File: config.mk
export PLATFORM = sky130hd
export DESIGN_NAME = bitmap_page_allocator_unit
export DESIGN_NICKNAME = d
export VERILOG_FILES = /design/src/bpa_pkg.sv /design/src/bpa_ram.sv /design/src/bpa_ctrl.sv /design/src/bpa_datapath.sv /design/src/bitmap_page_allocator_unit.sv
export SDC_FILE = /design/constraint.sdc
export NUM_CORES = 2
export LEC_CHECK = 0
export BUFFER_PORTS_ARGS = -buffer_cell sky130_fd_sc_hd__buf_2
export CORE_ASPECT_RATIO = 0.5
export CORE_UTILIZATION = 30
export DETAILED_ROUTE_END_ITERATION = 10
export HOLD_SLACK_MARGIN = 0.08
export RECOVER_POWER = 25
export SLEW_MARGIN = 20
export SYNTH_ARGS = -nofsm -noshare
export SYNTH_HDL_FRONTEND = slang
export SYNTH_SLANG_ARGS = --single-unit
File: constraint.sdc
create_clock -name clk -period 10.7 [get_ports clk]
set_input_delay 1.605 -clock clk [delete_from_list [all_inputs] [get_ports clk]]
set_output_delay 1.605 -clock clk [all_outputs]
set_load 0.01 [all_outputs]
File: src/bpa_pkg.sv
// Shared types, constants and codes for the bitmap page allocator.
package bpa_pkg;

  localparam int DEF_BITMAP_WORDS = 16;
  localparam int DEF_PAGE_SHIFT   = 12;
  localparam int WORD_BITS        = 64;
  localparam int ADDR_W           = 64;
  localparam int COUNT_W          = 11;
  localparam int CFG_INDEX_W      = 1;
  localparam int CFG_DATA_W       = 64;

  localparam logic [COUNT_W-1:0] LIMIT_RESET = 11'd1024;

  // Configuration register indexes
  localparam logic [CFG_INDEX_W-1:0] REG_PAGE_LIMIT   = 1'b0;
  localparam logic [CFG_INDEX_W-1:0] REG_BASE_ADDRESS = 1'b1;

  // Input opcodes
  localparam logic OP_ACQUIRE = 1'b0;
  localparam logic OP_RELEASE = 1'b1;

  typedef enum logic [1:0] {
    ST_GRANTED  = 2'd0,
    ST_FULL     = 2'd1,
    ST_RELEASED = 2'd2,
    ST_IGNORED  = 2'd3
  } status_t;

  // Bitmap read address source
  typedef enum logic [1:0] {
    RD_ZERO = 2'd0,
    RD_NEXT = 2'd1,
    RD_REL  = 2'd2
  } rd_sel_t;

  typedef struct packed {
    logic    clr_write;
    logic    ptr_clear;
    logic    ptr_inc;
    rd_sel_t rd_sel;
    logic    capture;
    logic    acq_commit;
    logic    rel_calc;
    logic    rel_commit;
    logic    res_load;
    status_t res_status;
    logic    out_load;
  } cmd_t;

  typedef struct packed {
    logic limit_reached;
    logic word_full;
    logic ptr_last;
    logic rel_bad;
    logic bit_clear;
    logic out_free;
  } stat_t;

endpackage

File: src/bpa_ram.sv
// Generic single-write, single-read RAM with registered read data.
module bpa_ram #(
  parameter int WIDTH = 64,
  parameter int DEPTH = 16
) (
  input  logic                                    clk,
  input  logic                                    we,
  input  logic [((DEPTH > 1) ? $clog2(DEPTH) : 1)-1:0] waddr,
  input  logic [WIDTH-1:0]                        wdata,
  input  logic [((DEPTH > 1) ? $clog2(DEPTH) : 1)-1:0] raddr,
  output logic [WIDTH-1:0]                        rdata
);

  logic [WIDTH-1:0] mem [DEPTH];

  always_ff @(posedge clk) begin
    if (we) begin
      mem[waddr] <= wdata;
    end
    rdata <= mem[raddr];
  end

endmodule

File: src/bpa_ctrl.sv
// Sequencer for clearing, acquire scan, release and result hand-off.
module bpa_ctrl import bpa_pkg::*; (
  input  logic  clk,
  input  logic  rst,
  input  logic  in_valid,
  input  logic  opcode,
  input  stat_t stat,
  output cmd_t  cmd,
  output logic  in_stall
);

  typedef enum logic [7:0] {
    S_CLEAR     = 8'b0000_0001,
    S_IDLE      = 8'b0000_0010,
    S_ACQ       = 8'b0000_0100,
    S_SCAN      = 8'b0000_1000,
    S_REL_CALC  = 8'b0001_0000,
    S_REL_READ  = 8'b0010_0000,
    S_REL_CHECK = 8'b0100_0000,
    S_RESP      = 8'b1000_0000
  } state_t;

  state_t state, state_next;

  assign in_stall = (state != S_IDLE);

  always_ff @(posedge clk) begin
    if (rst) begin
      state <= S_CLEAR;
    end else begin
      state <= state_next;
    end
  end

  always_comb begin
    cmd        = '0;
    cmd.rd_sel = RD_ZERO;
    state_next = state;
    unique case (state)
      S_CLEAR: begin
        cmd.clr_write = 1'b1;
        if (stat.ptr_last) begin
          cmd.ptr_clear = 1'b1;
          state_next    = S_IDLE;
        end else begin
          cmd.ptr_inc = 1'b1;
        end
      end
      S_IDLE: begin
        if (in_valid) begin
          cmd.capture = 1'b1;
          state_next  = (opcode == OP_RELEASE) ? S_REL_CALC : S_ACQ;
        end
      end
      S_ACQ: begin
        if (stat.limit_reached) begin
          cmd.res_load   = 1'b1;
          cmd.res_status = ST_FULL;
          state_next     = S_RESP;
        end else begin
          cmd.ptr_clear = 1'b1;
          cmd.rd_sel    = RD_ZERO;
          state_next    = S_SCAN;
        end
      end
      S_SCAN: begin
        if (!stat.word_full) begin
          cmd.acq_commit = 1'b1;
          cmd.res_load   = 1'b1;
          cmd.res_status = ST_GRANTED;
          state_next     = S_RESP;
        end else if (stat.ptr_last) begin
          cmd.res_load   = 1'b1;
          cmd.res_status = ST_FULL;
          state_next     = S_RESP;
        end else begin
          cmd.ptr_inc = 1'b1;
          cmd.rd_sel  = RD_NEXT;
        end
      end
      S_REL_CALC: begin
        cmd.rel_calc = 1'b1;
        state_next   = S_REL_READ;
      end
      S_REL_READ: begin
        if (stat.rel_bad) begin
          cmd.res_load   = 1'b1;
          cmd.res_status = ST_IGNORED;
          state_next     = S_RESP;
        end else begin
          cmd.rd_sel = RD_REL;
          state_next = S_REL_CHECK;
        end
      end
      S_REL_CHECK: begin
        cmd.res_load = 1'b1;
        if (stat.bit_clear) begin
          cmd.res_status = ST_IGNORED;
        end else begin
          cmd.rel_commit = 1'b1;
          cmd.res_status = ST_RELEASED;
        end
        state_next = S_RESP;
      end
      S_RESP: begin
        if (stat.out_free) begin
          cmd.out_load = 1'b1;
          state_next   = S_IDLE;
        end
      end
      default: begin
        state_next = S_CLEAR;
      end
    endcase
  end

endmodule

File: src/bpa_datapath.sv
// Bitmap storage, counters, address arithmetic and output register.
module bpa_datapath import bpa_pkg::*; #(
  parameter int BITMAP_WORDS = DEF_BITMAP_WORDS,
  parameter int PAGE_SHIFT   = DEF_PAGE_SHIFT
) (
  input  logic                   clk,
  input  logic                   rst,
  input  logic                   cfg_we,
  input  logic [CFG_INDEX_W-1:0] cfg_index,
  input  logic [CFG_DATA_W-1:0]  cfg_data,
  input  logic [ADDR_W-1:0]      address,
  input  cmd_t                   cmd,
  output stat_t                  stat,
  input  logic                   out_stall,
  output logic                   out_valid,
  output logic [ADDR_W-1:0]      page_address,
  output logic [1:0]             status
);

  localparam int WW = (BITMAP_WORDS > 1) ? $clog2(BITMAP_WORDS) : 1;
  localparam int BW = $clog2(WORD_BITS);
  localparam int IW = WW + BW;
  localparam logic [ADDR_W-1:0] PAGE_CAP  = ADDR_W'(BITMAP_WORDS) * ADDR_W'(WORD_BITS);
  localparam logic [WW-1:0]     LAST_WORD = WW'(BITMAP_WORDS - 1);

  logic [COUNT_W-1:0]   page_limit;
  logic [ADDR_W-1:0]    base_address;
  logic [COUNT_W-1:0]   used_count;
  logic [ADDR_W-1:0]    addr_q;
  logic [WW-1:0]        ptr;
  logic [WW-1:0]        rel_word;
  logic [BW-1:0]        rel_bit;
  logic                 rel_bad;
  logic [IW-1:0]        res_idx;
  status_t              res_status;

  logic                 ram_we;
  logic [WW-1:0]        ram_waddr;
  logic [WORD_BITS-1:0] ram_wdata;
  logic [WW-1:0]        ram_raddr;
  logic [WORD_BITS-1:0] ram_rdata;

  logic [BW-1:0]        free_bit;
  logic [ADDR_W-1:0]    rel_diff;
  logic [ADDR_W-1:0]    rel_pidx;

  function automatic logic [BW-1:0] first_zero(input logic [WORD_BITS-1:0] word);
    logic [BW-1:0] pos;
    pos = '0;
    for (int i = WORD_BITS - 1; i >= 0; i--) begin
      if (!word[i]) begin
        pos = BW'(i);
      end
    end
    return pos;
  endfunction

  bpa_ram #(
    .WIDTH(WORD_BITS),
    .DEPTH(BITMAP_WORDS)
  ) u_bitmap (
    .clk  (clk),
    .we   (ram_we),
    .waddr(ram_waddr),
    .wdata(ram_wdata),
    .raddr(ram_raddr),
    .rdata(ram_rdata)
  );

  assign free_bit = first_zero(ram_rdata);
  assign rel_diff = addr_q - base_address;
  assign rel_pidx = rel_diff >> PAGE_SHIFT;

  always_comb begin
    case (cmd.rd_sel)
      RD_NEXT: ram_raddr = (ptr == LAST_WORD) ? ptr : ptr + WW'(1);
      RD_REL:  ram_raddr = rel_word;
      default: ram_raddr = '0;
    endcase
  end

  always_comb begin
    ram_we    = cmd.clr_write | cmd.acq_commit | cmd.rel_commit;
    ram_waddr = ptr;
    ram_wdata = '0;
    if (cmd.acq_commit) begin
      ram_wdata = ram_rdata | (WORD_BITS'(1) << free_bit);
    end else if (cmd.rel_commit) begin
      ram_waddr = rel_word;
      ram_wdata = ram_rdata & ~(WORD_BITS'(1) << rel_bit);
    end
  end

  always_comb begin
    stat.limit_reached = (used_count >= page_limit);
    stat.word_full     = &ram_rdata;
    stat.ptr_last      = (ptr == LAST_WORD);
    stat.rel_bad       = rel_bad;
    stat.bit_clear     = !ram_rdata[rel_bit];
    stat.out_free      = !out_valid || !out_stall;
  end

  // Configuration registers
  always_ff @(posedge clk) begin
    if (rst) begin
      page_limit   <= LIMIT_RESET;
      base_address <= '0;
    end else if (cfg_we) begin
      unique case (cfg_index)
        REG_PAGE_LIMIT:   page_limit   <= cfg_data[COUNT_W-1:0];
        REG_BASE_ADDRESS: base_address <= cfg_data;
      endcase
    end
  end

  always_ff @(posedge clk) begin
    if (rst) begin
      ptr        <= '0;
      used_count <= '0;
      out_valid  <= 1'b0;
    end else begin
      if (cmd.ptr_clear) begin
        ptr <= '0;
      end else if (cmd.ptr_inc) begin
        ptr <= ptr + WW'(1);
      end
      if (cmd.acq_commit) begin
        used_count <= used_count + COUNT_W'(1);
      end else if (cmd.rel_commit && (used_count != '0)) begin
        used_count <= used_count - COUNT_W'(1);
      end
      if (cmd.out_load) begin
        out_valid <= 1'b1;
      end else if (!out_stall) begin
        out_valid <= 1'b0;
      end
    end
  end

  always_ff @(posedge clk) begin
    if (cmd.capture) begin
      addr_q <= address;
    end
    if (cmd.rel_calc) begin
      rel_word <= rel_pidx[IW-1:BW];
      rel_bit  <= rel_pidx[BW-1:0];
      rel_bad  <= (addr_q < base_address) || (rel_pidx >= PAGE_CAP);
    end
    if (cmd.res_load) begin
      res_status <= cmd.res_status;
      res_idx    <= {ptr, free_bit};
    end
    if (cmd.out_load) begin
      status       <= res_status;
      page_address <= (res_status == ST_GRANTED) ?
                      base_address + (ADDR_W'(res_idx) << PAGE_SHIFT) : '0;
    end
  end

endmodule

File: src/bitmap_page_allocator_unit.sv
// Top level of the bitmap first-fit page allocator.
//
// Input channel (in_valid / in_stall, opcode, address): one transaction per
// request, acquire or release. Output channel (out_valid / out_stall,
// page_address, status): exactly one transaction per request, in order.
// Configuration (cfg_we, cfg_index, cfg_data) writes page_limit (index 0)
// or base_address (index 1); write only while idle.
//
// One request is in flight at a time; in_stall is high from acceptance
// until the result moves into the output register. An acquire checks the
// limit, then scans k = 1..BITMAP_WORDS words from word 0, the scan loop
// reading one bitmap word per cycle from the RAM read port; an acquire
// refused by the limit skips the scan. A release subtracts the address,
// reads the word and does a read-modify-write; one rejected by range ends
// after the subtract. The output register frees the front end, so the next
// request is taken while a result still waits on out_stall; a stalled
// result holds.
// After reset a clearing pass writes every bitmap word to zero, one word a
// cycle, with in_stall high; configuration writes are taken during the
// pass. Reset sets page_limit to 1024, base to zero.
module bitmap_page_allocator_unit import bpa_pkg::*; #(
  parameter int BITMAP_WORDS = DEF_BITMAP_WORDS,
  parameter int PAGE_SHIFT   = DEF_PAGE_SHIFT
) (
  input  logic                   clk,
  input  logic                   rst,
  input  logic                   cfg_we,
  input  logic [CFG_INDEX_W-1:0] cfg_index,
  input  logic [CFG_DATA_W-1:0]  cfg_data,
  input  logic                   in_valid,
  output logic                   in_stall,
  input  logic                   opcode,
  input  logic [ADDR_W-1:0]      address,
  output logic                   out_valid,
  input  logic                   out_stall,
  output logic [ADDR_W-1:0]      page_address,
  output logic [1:0]             status
);

  cmd_t  cmd;
  stat_t stat;

  // Sequence the clear pass, scan and release steps
  bpa_ctrl u_ctrl (
    .clk     (clk),
    .rst     (rst),
    .in_valid(in_valid),
    .opcode  (opcode),
    .stat    (stat),
    .cmd     (cmd),
    .in_stall(in_stall)
  );

  // Hold the bitmap, count, config and result registers
  bpa_datapath #(
    .BITMAP_WORDS(BITMAP_WORDS),
    .PAGE_SHIFT  (PAGE_SHIFT)
  ) u_dp (
    .clk         (clk),
    .rst         (rst),
    .cfg_we      (cfg_we),
    .cfg_index   (cfg_index),
    .cfg_data    (cfg_data),
    .address     (address),
    .cmd         (cmd),
    .stat        (stat),
    .out_stall   (out_stall),
    .out_valid   (out_valid),
    .page_address(page_address),
    .status      (status)
  );

endmodule

==> results_dict.tcl <==
set metrics [dict create \
    worstPathCellList "clkbuf_1 > mux4_2 > mux4_2 > mux4_2 > nand3_1 > clkbuf_1 > a31oi_1 > or2_2 > a32oi_1 > nor2_1" \
    yosysSeqAreaShare 0.653 \
    finalSetupViolCount 0 \
    setup.worst_path.class "flip-flop to flip-flop" \
    max_clock_freq_mhz 132 \
    overflow 0 \
    minimum_period_implied_by_the_final_worst_setup_slack_ns 7.56 \
    cts_root_buffer_type "clkbuf_16" \
    drive_above_1_share 0.0909 \
    count_of_flip_flops_with_a_built_in_enable_after_synthesis 1177 \
    layout_worst_path_cycle_share 0.707 \
    asyncSetResetFlopFracSynth 0 \
    clkLatencyLatePin_ns 0.79 \
    grt_start_max_net_pins 195 \
    num_rows 114 \
    outcome "finished with violations" \
    cts_hold_buf 0 \
    relSlewSlack -1.96 \
    post_synth_instance_area_um2 59100 \
    worstPathMaxFanout 66 \
    grt.total_usage 0.170 \
    yosysUniqueCellTypes 82 \
    grt_pass1_vias 38800 \
    wl_met1_mm 77.7 \
    synthesis.yosys.warnings 0 \
    dieHeight_um 316 \
    syn_nets 5374 \
    vias 42100 \
    cts.clk_slew.worst_paths_ns 0.06 \
    timing.critical_path.mode_cell "mux4_2" \
    yosys_register_bits 1340 \
    critical_path.max_stage_delay_ns 2.29 \
    cts.sink_count 1340 \
    start_util 0.304 \
    worstHoldPathType "flip-flop to flip-flop" \
    routed-wl-met2_mm 79.8 \
    synth_area_per_inst_um2 11.5 \
    violations "capacitance limit, slew limit" \
    drt_drc_violations_left 0 \
    layout_commonest_cell "edfxtp_1" \
    core_um2 194000 \
    final.setup.tns_ns 0 \
    htreeDepth 4 \
    cp_slowest_cell "clkbuf_1" \
    path_buf_inv 2 \
    most-common-layout-cells "1177 x edfxtp_1, 790 x nand2_1, 674 x nor2_1" \
    synth_ff_type "edfxtp_1" \
    number_of_antenna_violations_at_the_first_check_in_global_routing 15 \
    timing.critical_path.max_delay_family "buffers and inverters" \
    startpoint_type "flip-flop" \
    timing_max_transition_violations_final 423 \
    post_drt_via_cell_ratio 5.27 \
    chipWidth_um 630 \
    dr.max_layer_used "met5" \
    routed_wirelength_mm 174 \
    cap_viol_max_count 8 \
    timing.final.hold_violations 0 \
    max-vdd-ir-drop_mv 0.204 \
    postLayoutSetupSlackWorst_ns 3.14 \
    p_per_area_nw_per_um2 184 \
    route.met3.wl_mm 13.0 \
    fin_skew_ns 0.0421 \
    cts_inserted_buffers 133 \
    tightest_slew_ns 4.45 \
    layout-area-overhead-vs-synth_pct 13.8 \
    top_level_ports 203 \
    postCtsSetupBuffers 0 \
    total_leakage_power_uw 0.0224 \
    post_place_setup_slack_ns 3.79 \
    hpwl_after_detailed_placement_mm 101 \
    final_antenna_net_count 0 \
    ctsResizeCount 0 \
    grt_pass1_wl_mm 256 \
    rsz0062_at_grt "false" \
    hold-worst-slack_ns 0.452 \
    finalNetCount 5493 \
    drt-initial-drc-count 4486 \
    gp_congestion 0.929 \
    drtPass1Iterations 6 \
    critical_path_arrival_ns 8.03 \
    end_kind "flip-flop" \
    cts_tree "done" \
    synthesis.instances 5141 \
    worst-r2r-setup-slack_ns 3.14 \
    floorplan.die_area_um2 199000 \
    port_buffers 202 \
    clock_path_buffers 3 \
    detail_route.wl_per_cell_um 21.8 \
    crit_required_ns 11.17 \
    n_fill_cell 19100 \
]
==> logic make-up (layout without fill, tap and decap cells) <==
kind of cell             Yosys count  count (layout)  synth area share
AND/OR/NAND/NOR                 1800            1800             0.127
adder cells (fa/ha/maj)           98              98            0.0210
multiplexers                      36              36            0.0106
buffers and inverters            470             696            0.0300
other                              0               1                 0
flip-flops                      1340            1340             0.653
XOR/XNOR                          72              72            0.0107
AO/OA/AOI/OAI                   1325            1325             0.148
==> where the power goes <==
| part | total (uW) | switching, uW | internal (uW) |
|---|---|---|---|
| Clock | 4540 | 2060 | 2480 |
| Sequential | 6500 | 288 | 6210 |
| Combinational | 1350 | 930 | 415 |
| Total | 12400 | 3280 | 9110 |
==> area by class of cell <==
type                    instances  area (um2)  share of cell area
flip-flops and latches       1340       38600               0.574
multi-input cells            3331       18900               0.281
clock buffers                 188        3690              0.0549
well taps                    2610        3270              0.0485
repair buffers                326        1850              0.0276
inverters                     128         480             0.00714
clock inverters                54         478             0.00710
diodes                          1        2.50           0.0000372
==> worst paths after layout <==
| path | cells past startpoint | start | end |
|---|---|---|---|
| setup reg to reg | 10 | u_dp.rel_bit[0] | u_dp.used_count[3] |
| setup / recovery | 10 | u_dp.rel_bit[0] | u_dp.used_count[3] |
| hold / removal | 2 | u_dp.base_address[1] | u_dp.base_address[1] |
| hold reg to reg | 2 | u_dp.base_address[1] | u_dp.base_address[1] |
==> metrics by stage <==
step / instance area (um2) / instances / util / total power [uW]
2_1_floorplan: 59100 / 5141 / - / 7300
3_3_place_gp: 63300 / 7734 / 0.326 / 7920
3_5_place_dp: 63300 / 7735 / 0.326 / 7930
4_1_cts: 67500 / 7977 / 0.347 / 12400
5_1_grt: 67300 / 7978 / 0.346 / 12800
6_report: 67300 / 7978 / 0.346 / 12400
==> tightest hold or removal path, delay by kind of cell (launching register included) <==
| family | cells | cell delay, ns |
|---|---|---|
| DFF | 1 | 0.30 |
| and+or+nand+nor | 1 | 0.05 |
| AOI/OAI and AO/OA | 1 | 0.05 |
==> routing by layer <==
| metal | up-vias | track usage |
|---|---|---|
| met5 | - | 0 |
| met4 | 4 | 0.0445 |
| met3 | 242 | 0.0296 |
| met2 | 1625 | 0.269 |
| met1 | 20900 | 0.241 |
| li1 | 19400 | - |
==> Yosys cell counts (5+ instances only) <==
cell type  count  share of area
a2111oi_0      6        0.00089
a211o_1        7         0.0010
a211oi_1     336          0.043
a21boi_0       6        0.00076
a21o_1        23         0.0029
a21oi_1      348          0.029
a221oi_1       7         0.0010
a22oi_1        8         0.0010
a311oi_1     132          0.020
a31oi_1      151          0.016
a32oi_1        6        0.00089
and2_1        15         0.0016
and3_1        23         0.0024
buf_1         23         0.0015
buf_2          7        0.00059
clkbuf_1     312          0.020
dfxtp_1      163          0.055
edfxtp_1    1177           0.60
ha_1          96          0.020
inv_1        128         0.0081
mux2i_1       12         0.0020
mux4_2        21         0.0080
nand2_1      791          0.050
nand2b_1      20         0.0021
nand3_1       50         0.0042
nand3b_1       8         0.0010
nand4_1       44         0.0047
nor2_1       692          0.044
nor2b_1       21         0.0022
nor3_1        52         0.0044
nor3b_1        8         0.0010
nor4_1        23         0.0024
o211ai_1      12         0.0015
o21a_1        21         0.0027
o21ai_0      193          0.016
o21bai_1      14         0.0018
o221ai_1       6        0.00089
o311ai_0       5        0.00074
or2_2         18         0.0019
or3_1         14         0.0015
xnor2_1       65         0.0096
xor2_1         7         0.0010
==> sequential cells by signal (all words and copies together), names as in the netlist <==
register and cells:
u_dp.u_bitmap.mem 1024, u_dp.addr_q 64, u_dp.res_status 2, u_dp.base_address 64
u_dp.res_idx 10, u_ctrl.state 8, u_dp.used_count 11, u_dp.rel_bad 1
u_dp.page_address 64, u_dp.status 2, u_dp.u_bitmap.rdata 64, u_dp.ptr 4
u_dp.out_valid 1, u_dp.rel_word 4, u_dp.rel_bit 6, u_dp.page_limit 11
No activity file was read; power rests on OpenSTA's default activity.
